**src/design/hent_pkg.sv**
```systemverilog
// ----------------------------------------------------------------------------
// hent_pkg: shared types, widths and log tables for histogram_entropy
// Holds the request/result structs, the internal bin request and the fixed
// point natural log tables, built at elaboration from a Q32 atanh series.
// ----------------------------------------------------------------------------
package hent_pkg;

  localparam int COUNT_BITS     = 32;
  localparam int FRAC_BITS      = 16;
  localparam int LOG_TABLE_BITS = 8;

  localparam int TAB_SIZE  = 1 << LOG_TABLE_BITS;
  localparam int TOT_W     = 48;
  localparam int SUM_W     = 64;
  localparam int OUT_W     = 21;
  // 48 * ln2 < 64, so six integer bits cover any log of the total
  localparam int LOG_W     = FRAC_BITS + 6;
  localparam int E_W       = $clog2(TOT_W);
  localparam int EXP_SIZE  = 1 << E_W;
  localparam int PROD_W    = COUNT_BITS + LOG_W;
  localparam int STEP_W    = $clog2(SUM_W);
  localparam int BQ_DEPTH  = 2;
  localparam int BQ_AW     = $clog2(BQ_DEPTH);

  typedef struct packed {
    logic [31:0] bin_hits;
    logic        last_bin;
  } in_req_t;

  typedef struct packed {
    logic [20:0] entropy_q16;
    logic        empty_flag;
  } result_t;

  // classified bin: count, top set bit and the mantissa bits below it
  typedef struct packed {
    logic [COUNT_BITS-1:0]     count;
    logic [E_W-1:0]            exp;
    logic [LOG_TABLE_BITS-1:0] mant;
    logic                      last;
  } bin_req_t;

  typedef logic [TAB_SIZE-1:0][LOG_W-1:0] mant_tab_t;
  typedef logic [EXP_SIZE-1:0][LOG_W-1:0] exp_tab_t;

  // restoring long division, elaboration only
  function automatic logic [63:0] udiv64(input logic [63:0] num, input logic [63:0] den);
    logic [63:0] q;
    logic [64:0] r;
    q = '0;
    r = '0;
    for (int i = 63; i >= 0; i--) begin
      r = {r[63:0], num[i]};
      if (r >= {1'b0, den}) begin
        r    = r - {1'b0, den};
        q[i] = 1'b1;
      end
    end
    return q;
  endfunction

  // 2*atanh(num/den) in Q32, rounded half up to FRAC_BITS
  function automatic logic [63:0] atanh_log(input logic [63:0] num, input logic [63:0] den);
    logic [63:0] y;
    logic [63:0] y2;
    logic [63:0] pw;
    logic [63:0] acc;
    logic [63:0] k;
    y   = udiv64(num << 32, den);
    y2  = (y * y) >> 32;
    pw  = y;
    acc = y;
    k   = 64'd1;
    while (pw != 64'd0 && k < 64'd64) begin
      pw  = (pw * y2) >> 32;
      acc = acc + udiv64(pw, (k << 1) + 64'd1);
      k   = k + 64'd1;
    end
    acc = acc << 1;
    return (acc + (64'd1 << (31 - FRAC_BITS))) >> (32 - FRAC_BITS);
  endfunction

  function automatic mant_tab_t build_mant_tab();
    mant_tab_t   t;
    logic [63:0] v;
    for (int m = 0; m < TAB_SIZE; m++) begin
      v    = atanh_log(64'(m), (64'd1 << (LOG_TABLE_BITS + 1)) + 64'(m));
      t[m] = v[LOG_W-1:0];
    end
    return t;
  endfunction

  function automatic exp_tab_t build_exp_tab();
    exp_tab_t    t;
    logic [63:0] ln2;
    logic [63:0] v;
    ln2 = atanh_log(64'd1, 64'd3);
    for (int e = 0; e < EXP_SIZE; e++) begin
      v    = 64'(e) * ln2;
      t[e] = v[LOG_W-1:0];
    end
    return t;
  endfunction

  localparam mant_tab_t MANT_TAB = build_mant_tab();
  localparam exp_tab_t  EXP_TAB  = build_exp_tab();

  // L(v) = e*ln2 + ln(1 + m/2^LOG_TABLE_BITS)
  function automatic logic [LOG_W-1:0] fixed_log(input logic [E_W-1:0] e,
                                                 input logic [LOG_TABLE_BITS-1:0] m);
    return EXP_TAB[e] + MANT_TAB[m];
  endfunction

endpackage

```
**src/design/hent_front.sv**
```systemverilog
// ----------------------------------------------------------------------------
// hent_front: input stage
// Registers one request, finds the top set bit of the count, and hands the
// classified bin to the bin queue with its mantissa bits.
// ----------------------------------------------------------------------------
module hent_front (
  input  logic               clk,
  input  logic               rst_n,
  input  logic               in_push,
  output logic               in_full,
  input  hent_pkg::in_req_t  in_data,
  output logic               bq_push,
  output hent_pkg::bin_req_t bq_data,
  input  logic               bq_full
);
  import hent_pkg::*;

  localparam logic [E_W-1:0] TOP_BIT = E_W'(COUNT_BITS - 1);

  logic                      hold_valid_r;
  logic                      hold_valid_nxt;
  logic [COUNT_BITS-1:0]     hold_cnt_r;
  logic [E_W-1:0]            hold_exp_r;
  logic                      hold_last_r;
  logic                      accept;
  logic [COUNT_BITS-1:0]     cnt_in;
  logic [E_W-1:0]            shamt;
  logic [COUNT_BITS+LOG_TABLE_BITS-1:0] norm;

  function automatic logic [E_W-1:0] msb_index(input logic [COUNT_BITS-1:0] v);
    logic [E_W-1:0] r;
    r = '0;
    for (int i = 0; i < COUNT_BITS; i++) begin
      if (v[i]) r = E_W'(i);
    end
    return r;
  endfunction

  assign cnt_in  = in_data.bin_hits[COUNT_BITS-1:0];
  assign in_full = hold_valid_r && bq_full;
  assign accept  = in_push && !in_full;
  assign bq_push = hold_valid_r && !bq_full;

  // left-justify the count so the bits below the top one fall in place
  assign shamt = TOP_BIT - hold_exp_r;
  assign norm  = {hold_cnt_r, {LOG_TABLE_BITS{1'b0}}} << shamt;

  always_comb begin
    bq_data.count = hold_cnt_r;
    bq_data.exp   = hold_exp_r;
    bq_data.mant  = norm[COUNT_BITS+LOG_TABLE_BITS-2 -: LOG_TABLE_BITS];
    bq_data.last  = hold_last_r;
  end

  always_comb begin
    hold_valid_nxt = hold_valid_r;
    if (accept) begin
      hold_valid_nxt = 1'b1;
    end else if (bq_push) begin
      hold_valid_nxt = 1'b0;
    end
  end

  always_ff @(posedge clk) begin
    if (!rst_n) begin
      hold_valid_r <= 1'b0;
    end else begin
      hold_valid_r <= hold_valid_nxt;
    end
  end

  always_ff @(posedge clk) begin
    if (accept) begin
      hold_cnt_r  <= cnt_in;
      hold_exp_r  <= msb_index(cnt_in);
      hold_last_r <= in_data.last_bin;
    end
  end

endmodule

```
**src/design/hent_fifo.sv**
```systemverilog
// ----------------------------------------------------------------------------
// hent_fifo: bin queue
// Short queue of classified bins between the front and the back end.
// ----------------------------------------------------------------------------
module hent_fifo (
  input  logic               clk,
  input  logic               rst_n,
  input  logic               push,
  input  hent_pkg::bin_req_t wr_data,
  output logic               full,
  input  logic               pop,
  output hent_pkg::bin_req_t rd_data,
  output logic               empty
);
  import hent_pkg::*;

  bin_req_t         mem_r [BQ_DEPTH];
  logic [BQ_AW-1:0] wr_ptr_r;
  logic [BQ_AW-1:0] wr_ptr_nxt;
  logic [BQ_AW-1:0] rd_ptr_r;
  logic [BQ_AW-1:0] rd_ptr_nxt;
  logic [BQ_AW:0]   fill_r;
  logic [BQ_AW:0]   fill_nxt;
  logic             do_push;
  logic             do_pop;

  assign full    = (fill_r == (BQ_AW+1)'(BQ_DEPTH));
  assign empty   = (fill_r == '0);
  assign do_push = push && !full;
  assign do_pop  = pop && !empty;
  assign rd_data = mem_r[rd_ptr_r];

  always_comb begin
    wr_ptr_nxt = wr_ptr_r;
    rd_ptr_nxt = rd_ptr_r;
    fill_nxt   = fill_r;
    if (do_push) begin
      wr_ptr_nxt = (wr_ptr_r == BQ_AW'(BQ_DEPTH - 1)) ? '0 : wr_ptr_r + 1'b1;
    end
    if (do_pop) begin
      rd_ptr_nxt = (rd_ptr_r == BQ_AW'(BQ_DEPTH - 1)) ? '0 : rd_ptr_r + 1'b1;
    end
    if (do_push && !do_pop) begin
      fill_nxt = fill_r + 1'b1;
    end else if (do_pop && !do_push) begin
      fill_nxt = fill_r - 1'b1;
    end
  end

  always_ff @(posedge clk) begin
    if (!rst_n) begin
      wr_ptr_r <= '0;
      rd_ptr_r <= '0;
      fill_r   <= '0;
    end else begin
      wr_ptr_r <= wr_ptr_nxt;
      rd_ptr_r <= rd_ptr_nxt;
      fill_r   <= fill_nxt;
    end
  end

  always_ff @(posedge clk) begin
    if (do_push) begin
      mem_r[wr_ptr_r] <= wr_data;
    end
  end

endmodule

```
**src/design/hent_back.sv**
```systemverilog
// ----------------------------------------------------------------------------
// hent_back: accumulate and finish
// Looks up L(c), multiplies c*L(c) and accumulates N and S with saturation.
// On the last bin runs a bit-serial S/N divide next to a bit-serial
// normalize of N, then forms L(N) - S/N into the result register.
// ----------------------------------------------------------------------------
module hent_back (
  input  logic               clk,
  input  logic               rst_n,
  input  logic               bq_empty,
  input  hent_pkg::bin_req_t bq_head,
  output logic               bq_pop,
  output logic               out_empty,
  input  logic               out_pop,
  output hent_pkg::result_t  out_data
);
  import hent_pkg::*;

  typedef enum logic [4:0] {
    ST_IDLE = 5'b00001,
    ST_MUL  = 5'b00010,
    ST_ACC  = 5'b00100,
    ST_DIV  = 5'b01000,
    ST_OUT  = 5'b10000
  } back_state_t;

  back_state_t            state_r;
  back_state_t            state_nxt;
  logic [TOT_W-1:0]       total_r;
  logic [TOT_W-1:0]       total_nxt;
  logic [SUM_W-1:0]       sum_r;
  logic [SUM_W-1:0]       sum_nxt;
  logic                   res_valid_r;
  logic                   res_valid_nxt;
  logic [STEP_W-1:0]      step_r;
  logic [STEP_W-1:0]      step_nxt;

  logic [COUNT_BITS-1:0]  cnt_r;
  logic [LOG_W-1:0]       log_r;
  logic                   last_r;
  logic [PROD_W-1:0]      prod_r;
  logic [SUM_W-1:0]       quo_r;
  logic [TOT_W:0]         rem_r;
  logic [TOT_W-1:0]       norm_r;
  logic [E_W-1:0]         nexp_r;
  logic [LOG_W-1:0]       lnn_r;
  result_t                res_r;

  logic                   load;
  logic                   write_res;
  logic [SUM_W-1:0]       prod_sat;
  logic [SUM_W:0]         sum_add;
  logic [SUM_W-1:0]       sum_acc;
  logic [TOT_W:0]         tot_add;
  logic [TOT_W-1:0]       tot_acc;
  logic [TOT_W:0]         rem_sh;
  logic                   rem_ge;
  logic [LOG_W-1:0]       diff;
  logic [OUT_W-1:0]       entropy;
  result_t                res_nxt;

  // take the next bin from idle, or while accumulating a non-last one
  assign load = !bq_empty &&
                ((state_r == ST_IDLE) || ((state_r == ST_ACC) && !last_r));
  assign bq_pop    = load;
  assign write_res = (state_r == ST_OUT) && !res_valid_r;

  // saturating accumulators
  assign prod_sat = ((prod_r >> SUM_W) != '0) ? '1 : SUM_W'(prod_r);
  assign sum_add  = {1'b0, sum_r} + {1'b0, prod_sat};
  assign sum_acc  = sum_add[SUM_W] ? '1 : sum_add[SUM_W-1:0];
  assign tot_add  = {1'b0, total_r} + (TOT_W+1)'(cnt_r);
  assign tot_acc  = tot_add[TOT_W] ? '1 : tot_add[TOT_W-1:0];

  // one restoring step; the dividend shifts out as the quotient shifts in
  assign rem_sh = {rem_r[TOT_W-1:0], quo_r[SUM_W-1]};
  assign rem_ge = (rem_sh >= {1'b0, total_r});

  // L(N) - S/N, floored at zero and clamped to the output range
  assign diff    = (quo_r >= SUM_W'(lnn_r)) ? '0 : lnn_r - quo_r[LOG_W-1:0];
  assign entropy = ((diff >> OUT_W) != '0) ? '1 : OUT_W'(diff);

  always_comb begin
    if (total_r == '0) begin
      res_nxt.entropy_q16 = '0;
      res_nxt.empty_flag  = 1'b1;
    end else begin
      res_nxt.entropy_q16 = entropy;
      res_nxt.empty_flag  = 1'b0;
    end
  end

  always_comb begin
    state_nxt     = state_r;
    total_nxt     = total_r;
    sum_nxt       = sum_r;
    step_nxt      = step_r;
    res_valid_nxt = res_valid_r;
    if (out_pop && res_valid_r) begin
      res_valid_nxt = 1'b0;
    end
    unique case (state_r)
      ST_IDLE: begin
        if (load) state_nxt = ST_MUL;
      end
      ST_MUL: begin
        state_nxt = ST_ACC;
      end
      ST_ACC: begin
        total_nxt = tot_acc;
        sum_nxt   = sum_acc;
        if (last_r) begin
          state_nxt = ST_DIV;
          step_nxt  = '0;
        end else if (load) begin
          state_nxt = ST_MUL;
        end else begin
          state_nxt = ST_IDLE;
        end
      end
      ST_DIV: begin
        step_nxt = step_r + 1'b1;
        if (step_r == STEP_W'(SUM_W - 1)) state_nxt = ST_OUT;
      end
      ST_OUT: begin
        if (write_res) begin
          res_valid_nxt = 1'b1;
          total_nxt     = '0;
          sum_nxt       = '0;
          state_nxt     = ST_IDLE;
        end
      end
      default: state_nxt = ST_IDLE;
    endcase
  end

  always_ff @(posedge clk) begin
    if (!rst_n) begin
      state_r     <= ST_IDLE;
      total_r     <= '0;
      sum_r       <= '0;
      step_r      <= '0;
      res_valid_r <= 1'b0;
    end else begin
      state_r     <= state_nxt;
      total_r     <= total_nxt;
      sum_r       <= sum_nxt;
      step_r      <= step_nxt;
      res_valid_r <= res_valid_nxt;
    end
  end

  always_ff @(posedge clk) begin
    if (load) begin
      cnt_r  <= bq_head.count;
      log_r  <= fixed_log(bq_head.exp, bq_head.mant);
      last_r <= bq_head.last;
    end
    if (state_r == ST_MUL) begin
      prod_r <= PROD_W'(cnt_r) * PROD_W'(log_r);
    end
    if ((state_r == ST_ACC) && last_r) begin
      quo_r  <= sum_acc;
      rem_r  <= '0;
      norm_r <= tot_acc;
      nexp_r <= E_W'(TOT_W - 1);
    end
    if (state_r == ST_DIV) begin
      quo_r <= {quo_r[SUM_W-2:0], rem_ge};
      rem_r <= rem_ge ? rem_sh - {1'b0, total_r} : rem_sh;
      if ((norm_r != '0) && !norm_r[TOT_W-1]) begin
        norm_r <= norm_r << 1;
        nexp_r <= nexp_r - 1'b1;
      end
      lnn_r <= fixed_log(nexp_r, norm_r[TOT_W-2 -: LOG_TABLE_BITS]);
    end
    if (write_res) begin
      res_r <= res_nxt;
    end
  end

  assign out_empty = !res_valid_r;
  assign out_data  = res_r;

endmodule

```
**src/design/histogram_entropy.sv**
```systemverilog
// ----------------------------------------------------------------------------
// histogram_entropy: Shannon entropy in nats of a streamed histogram
// Bins: each is multiplied, then accumulated; the back end takes the next during accumulate.
// Finish: once its last bin is taken, the result waits on the 64-step bit-serial
// S/N divider; bins of the next histogram queue meanwhile.
// Reset: synchronous, active low; clears the accumulators, queue and result valid flag.
// The log tables are constants, so no clearing pass follows reset.
// ----------------------------------------------------------------------------
//
// Data flow:
//   front : register the request, find the top set bit of the count
//   queue : two classified bins, lets the front keep taking requests while
//           the back end multiplies or divides
//   back  : L(c) from the log tables, c*L(c), saturating N and S sums;
//           on the last bin, S/N one quotient bit per cycle while N is
//           normalized one bit per cycle to get L(N); emit L(N) - S/N
//
// An all-zero histogram emits entropy 0 with empty_flag set.
module histogram_entropy (
  input  logic              clk,
  input  logic              rst_n,
  // request side
  input  logic              in_push,
  output logic              in_full,
  input  hent_pkg::in_req_t in_data,
  // result side
  output logic              out_empty,
  input  logic              out_pop,
  output hent_pkg::result_t out_data
);
  import hent_pkg::*;

  // front to queue
  logic     fq_push;
  bin_req_t fq_data;
  logic     fq_full;
  // queue to back end
  logic     bq_pop;
  bin_req_t bq_head;
  logic     bq_empty;

  // classify each request and hold it until the queue has room
  hent_front u_front (
    .clk     (clk),
    .rst_n   (rst_n),
    .in_push (in_push),
    .in_full (in_full),
    .in_data (in_data),
    .bq_push (fq_push),
    .bq_data (fq_data),
    .bq_full (fq_full)
  );

  // decouple the front from the back end
  hent_fifo u_fifo (
    .clk     (clk),
    .rst_n   (rst_n),
    .push    (fq_push),
    .wr_data (fq_data),
    .full    (fq_full),
    .pop     (bq_pop),
    .rd_data (bq_head),
    .empty   (bq_empty)
  );

  // accumulate, divide and drive the result register
  hent_back u_back (
    .clk       (clk),
    .rst_n     (rst_n),
    .bq_empty  (bq_empty),
    .bq_head   (bq_head),
    .bq_pop    (bq_pop),
    .out_empty (out_empty),
    .out_pop   (out_pop),
    .out_data  (out_data)
  );

endmodule

```
**config.mk**
```make
export PLATFORM = sky130hd
export DESIGN_NAME = histogram_entropy
export DESIGN_NICKNAME = d
export VERILOG_FILES = /design/src/design/hent_pkg.sv /design/src/design/hent_front.sv /design/src/design/hent_fifo.sv /design/src/design/hent_back.sv /design/src/design/histogram_entropy.sv
export SDC_FILE = /design/constraint.sdc
export NUM_CORES = 2
export LEC_CHECK = 0
export BUFFER_PORTS_ARGS = -buffer_cell sky130_fd_sc_hd__buf_2
export CORE_UTILIZATION = 40
export DETAILED_ROUTE_END_ITERATION = 8
export PLACE_DENSITY = 0.59
export SYNTH_ARGS = -nofsm -noshare
export SYNTH_HDL_FRONTEND = slang
export SYNTH_HIERARCHICAL = 1
export SYNTH_SLANG_ARGS = --single-unit
```
**constraint.sdc**
```tcl
create_clock -name clk -period 16.3 [get_ports clk]
set_input_delay 1.63 -clock clk [delete_from_list [all_inputs] [get_ports clk]]
set_output_delay 1.63 -clock clk [all_outputs]
set_load 0.02 [all_outputs]
```
==> results.json <==
{
  "placed_area_um2": 70500,
  "synthArstFlopShare_pct": 0,
  "place.gp.congestion": 0.976,
  "min_period_ps": 8850,
  "fin_skew_ps": 70.8,
  "core_um2": 170000,
  "grt_use_met2_pct": 41.2,
  "clockBufferDepth": 3,
  "finalWirelength_mm": 229,
  "grt.overflow.total": 0,
  "final_area_um2": 73000,
  "synth_top_area_share_pct": 17.6,
  "synth_cell_types": 110,
  "die_w_um": 416,
  "tritoncts": "built",
  "syn_area_per_cell_um2": 8.49,
  "drv_slew": 0,
  "layout_common_cells": "890 x nand2_1, 802 x inv_1, 687 x nor2_1, 667 x a21oi_1, 603 x fa_1",
  "ios": 61,
  "min_path_type": "reg2reg",
  "max_freq_ghz": 0.113,
  "syn2layout_area_growth_pct": 6.46,
  "tightest_slew_ps": 1260,
  "num_rows": 151,
  "netlist_area_um2": 68600,
  "status": "complete, no violations",
  "busiest_layer": "met2",
  "clk-insertion-delay-late_ps": 730,
  "global_route.usage.met1_pct": 35.8,
  "post-synth-top-area-cell": "fa_1",
  "hpwlAfterDp_mm": 162,
  "grt_pass1_vias": 58500,
  "start_util_pct": 40.4,
  "max_cap_viol_count": 0,
  "ys_seq_area_share_pct": 23.7,
  "finalHoldWorstSlack_ps": 420,
  "grt_util_all_layers_pct": 26.1,
  "layout.nets": 8901,
  "io_buffers": 60,
  "drc": 0,
  "syn_nets": 9170,
  "drive_above_1_share_pct": 6.05,
  "synth-edff-count": 397,
  "clkTransAtPathRegs_ps": 60,
  "finalHoldViolCount": 0,
  "placed_cells": 9955,
  "die_y_um": 416,
  "grt_max_degree": 81,
  "cp.required_ps": 16730,
  "groute.layer.met3.usage_pct": 4.30,
  "vias_per_cell": 5.90,
  "rsz0062_at_grt": "false",
  "cp-end-kind": "flop",
  "antenna_left": 0,
  "wl_per_cell_um": 22.6,
  "ys.flop_type": "edfxtp_1",
  "vias": 59500,
  "drt_iter0_drc": 6825,
  "post_cts_buffers": 0,
  "antenna_found_initial": 4,
  "die-area_um2": 173000,
  "synth_warnings": 6,
  "cp_data_arrival_time_ps": 9290,
  "start_kind": "flop",
  "final.period_utilization_pct": 54.3,
  "cts_resized": 0,
  "ctsHoldBuffers": 0,
  "slew_headroom_pct": 15.9,
  "cts_made_buffers": 74,
  "synth_area_leaders": "fa_1 18%, edfxtp_1 17%, ha_1 8.2%",
  "clock-root-buffer": "clkbuf_16",
  "fin_setup_tns_ps": 0,
  "synthCells": 8082,
  "h-tree-depth": 3,
  "cp_max_fo": 23,
  "setup_viol": 0,
  "cts_sinks": 615,
  "dr.pass1.iters": 6,
  "finalNonFillerCells": 10100,
  "ys_seq_elements": 615,
  "grt_pass1_wl_mm": 354,
  "layout_commonest_cell": "nand2_1",
  "path_class": "reg2reg"
}
==> area by class of cell <==
cell class              instances  area, um^2
well taps                    2218        2780
inverters                     820        3080
multi-input cells            6110       47100
diodes                          2        5.00
clock buffers                  91        2000
repair buffers                192        1290
clock inverters                46         475
flip-flops and latches        615       16300
fillers                     16800       96800
==> state kept, by name, indices dropped and copies added (netlist names), 2 cells and up, named ones only <==
signal,count
u_fifo/mem_r,94
u_back/quo_r,64
u_back/sum_r,64
u_back/prod_r,54
u_back/norm_r,48
u_back/rem_r,48
u_back/total_r,48
u_back/cnt_r,32
u_front/hold_cnt_r,32
u_back/lnn_r,22
u_back/log_r,22
u_back/out_data,22
u_back/nexp_r,6
u_back/step_r,6
u_back/state_r,5
u_front/hold_exp_r,5
u_fifo/fill_r,2
==> routing by layer <==
layer	share of wire, %	up-vias	routed length (um)
met5	0	-	0
met2	45	2569	103000
li1	-	27300	-
met3	8.2	482	18700
met1	43	29200	98100
met4	3.9	0	9000
==> worst max-delay path, cell delays in order, from the launching register on <==
cell,delay (ps)
edfxtp_1,1130
nand2_1,190
fa_1,560
fa_1,510
fa_1,500
inv_1,50
fa_1,490
inv_1,50
fa_1,470
inv_1,50
fa_1,520
inv_1,50
fa_1,520
inv_1,50
ha_1,350
and3_1,220
nand2_1,90
or3_1,350
o31ai_1,350
o41a_1,380
a21oi_1,160
o31a_1,350
o311ai_1,530
a221o_1,240
a21oi_1,90
o21ai_1,190
xor2_1,90
==> metrics by stage <==
| step | utilization (%) | setup WS, ps |
|---|---|---|
| finish | 43.0 | 7450 |
| global route | 43.0 | 7120 |
| CTS | 43.0 | 7510 |
| detailed placement | 41.5 | 7520 |
| global placement | 41.5 | 7670 |
| floorplan | - | 8740 |
==> cell families after synthesis <==
group                      synth area share [%]
AOI/OAI and AO/OA                          19.2
xor gates and xnor gates                   3.18
adders and majority gates                  25.8
buffers and inverters                      7.75
DFF                                        23.7
muxes                                      3.05
other                                   0.00547
and+or+nand+nor                            17.3
==> Yosys cell counts, types with 45 or more instances <==
master,count
ha_1,448
and2_1,363
nor2_1,689
edfxtp_1,397
xnor2_1,169
clkbuf_1,411
nand3_1,140
xor2_1,80
mux2_2,59
nand2_1,891
nor2b_1,45
buf_2,56
a21oi_1,669
a21o_1,164
nor3_1,133
a211oi_1,84
o211ai_1,82
fa_1,603
inv_1,805
mux2i_1,51
a31oi_1,85
dfxtp_1,218
o21ai_0,491
o21a_1,53
nand2b_1,58
nor4_1,60
==> worst paths after layout <==
kind                         start                 to  slack, ps  cells after the start
hold / removal                flop    u_back/lnn_r[0]        420                      0
setup reg to reg  u_back/cnt_r[11]  u_back/prod_r[52]       7450                     26
hold reg to reg               flop    u_back/lnn_r[0]        420                      0
setup / recovery  u_back/cnt_r[11]  u_back/prod_r[52]       7450                     26
Power is left out: the tool's default activity adds up to more than one toggle a clock period on the data nets, which glitch-free logic cannot reach.
